**src/sv/slcfp_pkg.sv**
```systemverilog
// ----------------------------------------------------------------------------
// slcfp_pkg
// Shared types, constants and the byte-wide CRC-16 update for the frame parser.
// ----------------------------------------------------------------------------
package slcfp_pkg;

  localparam logic [7:0]  SYNC_A   = 8'h5A;
  localparam logic [7:0]  SYNC_B   = 8'hA5;
  localparam logic [15:0] CRC_POLY = 16'h1021;
  localparam logic [15:0] CRC_TOP  = 16'h8000;

  typedef enum logic [2:0] {
    PH_IDLE  = 3'd0,
    PH_SYNC2 = 3'd1,
    PH_LENLO = 3'd2,
    PH_LENHI = 3'd3,
    PH_CRCLO = 3'd4,
    PH_CRCHI = 3'd5,
    PH_DATA  = 3'd6
  } phase_t;

  typedef struct packed {
    logic        payload_valid;
    logic [7:0]  payload_byte;
    logic [15:0] payload_index;
    logic        frame_end;
    logic        crc_ok;
  } result_t;

  // msb-first crc-16, no reflection, one byte
  function automatic logic [15:0] crc16_byte(input logic [15:0] crc, input logic [7:0] b);
    logic [15:0] c;
    c = crc ^ {b, 8'h00};
    for (int i = 0; i < 8; i++) begin
      if ((c & CRC_TOP) != 16'h0000) begin
        c = (c << 1) ^ CRC_POLY;
      end else begin
        c = c << 1;
      end
    end
    return c;
  endfunction

  // crc after the sync pair, starting from zero
  localparam logic [15:0] CRC_AFTER_SYNC = crc16_byte(crc16_byte(16'h0000, SYNC_A), SYNC_B);

endpackage

```
**src/sv/sync_length_crc_frame_parser_unit.sv**
```systemverilog
// ----------------------------------------------------------------------------
// sync_length_crc_frame_parser_unit
// Frame parser for a serial byte stream: hunts for sync 0x5A 0xA5, reads a
// little-endian 16-bit length and 16-bit CRC, then reports each payload byte
// with its index, marking the last one with frame_end and a CRC-16 (0x1021,
// init 0) match over sync, length and payload. Every input byte yields one
// result transaction; non-payload bytes give an all-zero result. One byte per
// cycle unless out_stall holds; path is the input register, then the header
// state machine and byte-wide CRC feeding the result register.
// ----------------------------------------------------------------------------
module sync_length_crc_frame_parser_unit (
  input  logic        clk,
  input  logic        rst_n,
  input  logic        in_valid,
  output logic        in_stall,
  input  logic [7:0]  in_rx_byte,
  output logic        out_valid,
  input  logic        out_stall,
  output logic        out_payload_valid,
  output logic [7:0]  out_payload_byte,
  output logic [15:0] out_payload_index,
  output logic        out_frame_end,
  output logic        out_crc_ok
);

  logic               s1_valid_r;
  logic [7:0]         s1_byte_r;
  logic               out_valid_r;
  slcfp_pkg::result_t out_result_r;
  slcfp_pkg::result_t result;
  logic               s1_adv;
  logic               in_fire;

  // stage 1 moves on when the result register is empty or being drained
  assign s1_adv   = s1_valid_r && (!out_valid_r || !out_stall);
  assign in_stall = s1_valid_r && !s1_adv;
  assign in_fire  = in_valid && !in_stall;

  slcfp_parser u_parser (
    .clk      (clk),
    .rst_n    (rst_n),
    .fire_i   (s1_adv),
    .byte_i   (s1_byte_r),
    .result_o (result)
  );

  always_ff @(posedge clk) begin
    if (!rst_n) begin
      s1_valid_r <= 1'b0;
    end else if (in_fire) begin
      s1_valid_r <= 1'b1;
    end else if (s1_adv) begin
      s1_valid_r <= 1'b0;
    end
  end

  always_ff @(posedge clk) begin
    if (in_fire) begin
      s1_byte_r <= in_rx_byte;
    end
  end

  always_ff @(posedge clk) begin
    if (!rst_n) begin
      out_valid_r <= 1'b0;
    end else if (s1_adv) begin
      out_valid_r <= 1'b1;
    end else if (!out_stall) begin
      out_valid_r <= 1'b0;
    end
  end

  always_ff @(posedge clk) begin
    if (s1_adv) begin
      out_result_r <= result;
    end
  end

  assign out_valid         = out_valid_r;
  assign out_payload_valid = out_result_r.payload_valid;
  assign out_payload_byte  = out_result_r.payload_byte;
  assign out_payload_index = out_result_r.payload_index;
  assign out_frame_end     = out_result_r.frame_end;
  assign out_crc_ok        = out_result_r.crc_ok;

endmodule

```
**src/sv/slcfp_crc.sv**
```systemverilog
// ----------------------------------------------------------------------------
// slcfp_crc
// Byte-wide unrolled CRC-16 (poly 0x1021) update.
// ----------------------------------------------------------------------------
module slcfp_crc (
  input  logic [15:0] crc_i,
  input  logic [7:0]  byte_i,
  output logic [15:0] crc_o
);

  assign crc_o = slcfp_pkg::crc16_byte(crc_i, byte_i);

endmodule

```
**src/sv/slcfp_parser.sv**
```systemverilog
// ----------------------------------------------------------------------------
// slcfp_parser
// Header/payload state machine with running CRC; one byte per transaction.
// ----------------------------------------------------------------------------
module slcfp_parser (
  input  logic                clk,
  input  logic                rst_n,
  input  logic                fire_i,
  input  logic [7:0]          byte_i,
  output slcfp_pkg::result_t  result_o
);

  slcfp_pkg::phase_t phase_r, phase_nxt;
  logic [15:0] frame_length_r, frame_length_nxt;
  logic [15:0] received_crc_r, received_crc_nxt;
  logic [15:0] running_crc_r, running_crc_nxt;
  logic [15:0] byte_count_r, byte_count_nxt;

  logic [15:0] crc_upd;
  logic [16:0] count_inc;
  logic        last_byte;

  slcfp_crc u_crc (
    .crc_i  (running_crc_r),
    .byte_i (byte_i),
    .crc_o  (crc_upd)
  );

  assign count_inc = {1'b0, byte_count_r} + 17'd1;
  // length 0 and 1 both end on the first payload byte
  assign last_byte = (count_inc >= {1'b0, frame_length_r});

  // next state
  always_comb begin
    phase_nxt = phase_r;
    unique case (phase_r)
      slcfp_pkg::PH_IDLE: begin
        if (byte_i == slcfp_pkg::SYNC_A) phase_nxt = slcfp_pkg::PH_SYNC2;
      end
      slcfp_pkg::PH_SYNC2: begin
        // a wrong second sync byte keeps waiting
        if (byte_i == slcfp_pkg::SYNC_B) phase_nxt = slcfp_pkg::PH_LENLO;
      end
      slcfp_pkg::PH_LENLO: phase_nxt = slcfp_pkg::PH_LENHI;
      slcfp_pkg::PH_LENHI: phase_nxt = slcfp_pkg::PH_CRCLO;
      slcfp_pkg::PH_CRCLO: phase_nxt = slcfp_pkg::PH_CRCHI;
      slcfp_pkg::PH_CRCHI: phase_nxt = slcfp_pkg::PH_DATA;
      slcfp_pkg::PH_DATA: begin
        if (last_byte) phase_nxt = slcfp_pkg::PH_IDLE;
      end
      default: phase_nxt = slcfp_pkg::PH_IDLE;
    endcase
  end

  // datapath and outputs
  always_comb begin
    frame_length_nxt = frame_length_r;
    received_crc_nxt = received_crc_r;
    running_crc_nxt  = running_crc_r;
    byte_count_nxt   = byte_count_r;
    result_o         = '0;
    unique case (phase_r)
      slcfp_pkg::PH_IDLE: begin
      end
      slcfp_pkg::PH_SYNC2: begin
        if (byte_i == slcfp_pkg::SYNC_B) running_crc_nxt = slcfp_pkg::CRC_AFTER_SYNC;
      end
      slcfp_pkg::PH_LENLO: begin
        frame_length_nxt = {8'h00, byte_i};
        running_crc_nxt  = crc_upd;
      end
      slcfp_pkg::PH_LENHI: begin
        frame_length_nxt = {byte_i, frame_length_r[7:0]};
        running_crc_nxt  = crc_upd;
      end
      slcfp_pkg::PH_CRCLO: begin
        received_crc_nxt = {8'h00, byte_i};
      end
      slcfp_pkg::PH_CRCHI: begin
        received_crc_nxt = {byte_i, received_crc_r[7:0]};
        byte_count_nxt   = 16'h0000;
      end
      slcfp_pkg::PH_DATA: begin
        running_crc_nxt        = crc_upd;
        byte_count_nxt         = count_inc[15:0];
        result_o.payload_valid = 1'b1;
        result_o.payload_byte  = byte_i;
        result_o.payload_index = byte_count_r;
        result_o.frame_end     = last_byte;
        result_o.crc_ok        = last_byte && (crc_upd == received_crc_r);
      end
      default: begin
      end
    endcase
  end

  always_ff @(posedge clk) begin
    if (!rst_n) begin
      phase_r        <= slcfp_pkg::PH_IDLE;
      frame_length_r <= 16'h0000;
      received_crc_r <= 16'h0000;
      running_crc_r  <= 16'h0000;
      byte_count_r   <= 16'h0000;
    end else if (fire_i) begin
      phase_r        <= phase_nxt;
      frame_length_r <= frame_length_nxt;
      received_crc_r <= received_crc_nxt;
      running_crc_r  <= running_crc_nxt;
      byte_count_r   <= byte_count_nxt;
    end
  end

endmodule
```
**config.mk**
```make
export PLATFORM = sky130hd
export DESIGN_NAME = sync_length_crc_frame_parser_unit
export DESIGN_NICKNAME = d
export VERILOG_FILES = /design/src/sv/slcfp_pkg.sv /design/src/sv/sync_length_crc_frame_parser_unit.sv /design/src/sv/slcfp_crc.sv /design/src/sv/slcfp_parser.sv
export SDC_FILE = /design/constraint.sdc
export NUM_CORES = 1
export LEC_CHECK = 0
export BUFFER_PORTS_ARGS = -buffer_cell sky130_fd_sc_hd__clkbuf_2
export CAP_MARGIN = 10
export CORE_ASPECT_RATIO = 0.7
export CORE_MARGIN = 5
export CORE_UTILIZATION = 56
export DETAILED_ROUTE_END_ITERATION = 8
export GPL_TIMING_DRIVEN = 0
export PLACE_DENSITY = 0.84
export SETUP_SLACK_MARGIN = 0.2
export SYNTH_ARGS = -nofsm -noshare
export SYNTH_HDL_FRONTEND = slang
export SYNTH_SLANG_ARGS = --single-unit
```
**constraint.sdc**
```tcl
create_clock -name clk -period 3.8 [get_ports clk]
set_clock_uncertainty 0.2 [all_clocks]
set_input_delay 0.76 -clock clk [delete_from_list [all_inputs] [get_ports clk]]
set_output_delay 0.76 -clock clk [all_outputs]
set_load 0.02 [all_outputs]
```
==> run metrics <==
CP Capture Type=register; pwr/cell area=376 mW/mm^2; Startpoint Class=register; Num CTS Buffers=9; mapped cell area=0.00518 mm^2; Root Buffer=clkbuf_16; PortBufs=39; layout cells sized above 1=0.154; Worst EP arrival=3.37 ns; CTS clk-pin slew, worst paths=0.07 ns; I/O Pins=41; clk_lat worst skew=0.35 ns; All-Layer GR Usage=0.222; non-filler cells, final=721; area of placed instances=0.00553 mm^2; vias in the first global route=3,950; die width=125 um; #FFs+latches synth=104; core area=0.00903 mm^2; gpl congestion=0.934; Highest Signal Layer=met4; initial core utilization=0.574; initial antenna violation count=0; Fill cells=705; per-cell routed wire length=17.5 um; Final min period=3.39 ns; via count=4,213; Initial DRC Count=478; asr flop ratio synth=0; post-synth top area share=0.267; synthesized area per cell=9.69 um^2; register area=0.00243 mm^2; deepest clock path buffer count=2; Cell variety after synth=55; Post-synth EDFFs=35; Slew @ Worst Pin=0.930 ns; ANT nets after route=0; Area contributors post-synth=dfxtp_1 (27%), edfxtp_1 (20%), xnor2_1 (4.6%); routed length on met2=5.64 mm; most frequent cells in the layout=dfxtp_1 (68), clkbuf_2 (43), nand2_1 (41); worst path required time=3.79 ns; # H-tree levels=3; DP HPWL=8.85 mm; Slew headroom=0.380; Setup violations, final=0; top cell family by delay on the critical path=simple AND/OR/NAND/NOR gates; drt first pass iters=5; final instance area=0.00594 mm^2; Antenna diodes=0; grt ovf=0; fin crit share=0.892; RSZ-0062 raised after global routing=no; VDD IR max=0.000317 V; M1 WL=5.43 mm; row cnt=29; synthesis-to-finish area growth=14.7%; commonest non-fill, non-tap cell in the layout=dfxtp_1; Die ar.=0.0113 mm^2; vias per std cell=5.84; Hold WC Path Type=reg2reg; worst setup margin=0.411 ns; Multi-input gate area=0.00258 mm^2; sequential share of the synthesized area=0.469; Inst Count DP=698; CP Max Fanout=8; DP Worst Slack=-0.0343 ns; worst path bufs/invs=2; max-slew violations=0; first-pass GRT wire length=20.4 mm; NumNets Final=621; Max Clk Rate=295 MHz; Most used DFF post-synth=dfxtp_1; DR DRC count=0; crit-path cells=clkbuf_1 > nand4_1 > buf_4 > nor4_4 > and3_1 > xor2_2 > ha_1 > nand3_1 > or2_2 > o211ai_1 > nand2_2 > nor4_2; slowest cell delay on critical path=0.33 ns; max-cap violation count=0; synthesis warning total=0; CTS tree=built; Synth Instances=535; area leader, netlist=dfxtp_1; DRT Wirelength=12.6 mm; clk sink count=104; WS Path Type=reg2reg; WL met3=1.33 mm; synthesized net count=564; run status=finished clean; Leakage=2.18 nW; Layout Utilization=0.658; Die H=90.5 um; final hold vios=0; Critical-path top delay cell=ha_1; largest net degree at the start of global routing=37
[tightest hold or removal path, cell delays in order, from the launching register on]
cell and delay [ns]:
dfxtp_1 0.31, nand2_1 0.05, a21boi_0 0.06
[final timing paths]
check                                                         startpoint                                       end  slack (ns)  cells past startpoint
worst max-delay path               u_parser.byte_count_r[8]$_SDFFE_PN0P_                  out_crc_ok$_SDFFCE_PN0P_        0.41                     12
worst min-delay path            u_parser.frame_length_r[11]$_SDFFE_PN0P_  u_parser.frame_length_r[11]$_SDFFE_PN0P_        0.27                      2
worst max register to register     u_parser.byte_count_r[8]$_SDFFE_PN0P_                  out_crc_ok$_SDFFCE_PN0P_        0.41                     12
worst min register to register  u_parser.frame_length_r[11]$_SDFFE_PN0P_  u_parser.frame_length_r[11]$_SDFFE_PN0P_        0.27                      2
[routing by layer]
| layer | global-route usage | vias to the layer above |
|---|---|---|
| met5 | 0 | - |
| met4 | 0.0578 | 0 |
| li1 | - | 1992 |
| met3 | 0.0520 | 27 |
| met1 | 0.311 | 1970 |
| met2 | 0.346 | 224 |
[registers in the layout, indices dropped and copies added, names as in the netlist, 3 cells and up]
register                 cells
u_parser.byte_count_r       16
s1_byte_r                    8
out_payload_byte             8
u_parser.frame_length_r     16
u_parser.running_crc_r      16
u_parser.received_crc_r     16
out_payload_index           16
u_parser.phase_r             3
[power breakdown]
group          switching (mW)  internal, mW
Combinational          0.0929        0.0530
Clock                   0.407         0.509
Sequential            0.00511          1.17
[area by class of cell]
class	instances	share of cell area
Tap cell	124	0.0261
Clock inverter	7	0.0118
Multi-Input combinational cell	376	0.434
Inverter	22	0.0139
Timing Repair Buffer	46	0.0438
Clock buffer	9	0.0379
Sequential cell	104	0.410
Buffer	33	0.0232
[metrics by stage]
stage / TNS [ns] / hold slack (ns) / power [mW]
after global routing: 0 / 0.311 / 2.30
after detailed placement: -0.0666 / 0.264 / 1.34
after global placement: 0 / 0.258 / 1.33
after CTS: 0 / 0.273 / 2.24
after floorplan: 0 / 0.243 / 1.29
final: 0 / 0.271 / 2.23
[cell families (layout without fill, tap and decap cells)]
| group | count (synthesis) | after routing | synth area share |
|---|---|---|---|
| muxes | 4 | 4 | 0.00773 |
| buffers and inverters | 55 | 117 | 0.0418 |
| DFF | 104 | 104 | 0.469 |
| and+or+nand+nor | 190 | 190 | 0.197 |
| adders and majority gates | 17 | 17 | 0.0410 |
| xor gates and xnor gates | 50 | 50 | 0.0910 |
| AOI/OAI and AO/OA | 115 | 115 | 0.152 |
[synthesized netlist by cell type (3+ instances only)]
| cell type | count |
|---|---|
| a211oi_1 | 3 |
| a21boi_0 | 31 |
| a21o_1 | 3 |
| a21oi_1 | 17 |
| a22oi_1 | 17 |
| and2_1 | 25 |
| and3_1 | 6 |
| buf_2 | 4 |
| clkbuf_1 | 26 |
| dfxtp_1 | 69 |
| edfxtp_1 | 35 |
| ha_1 | 17 |
| inv_1 | 21 |
| mux2i_1 | 4 |
| nand2_1 | 42 |
| nand3_1 | 30 |
| nand4_1 | 9 |
| nor2_1 | 18 |
| nor2b_1 | 31 |
| nor3_1 | 6 |
| nor4_1 | 8 |
| o21ai_0 | 25 |
| o221a_2 | 5 |
| or3_1 | 4 |
| xnor2_1 | 27 |
| xor2_1 | 20 |
[timing repair]
action                                  in CTS  in global routing
gates resized for setup                      6                  9
pin swaps                                    2                  3
endpoints found under the setup margin       3                  3
cloned                                       0                  0
hold buffers                                 0                  0
buffers inserted                             4                  2
No activity file was read; power rests on OpenSTA's default activity.
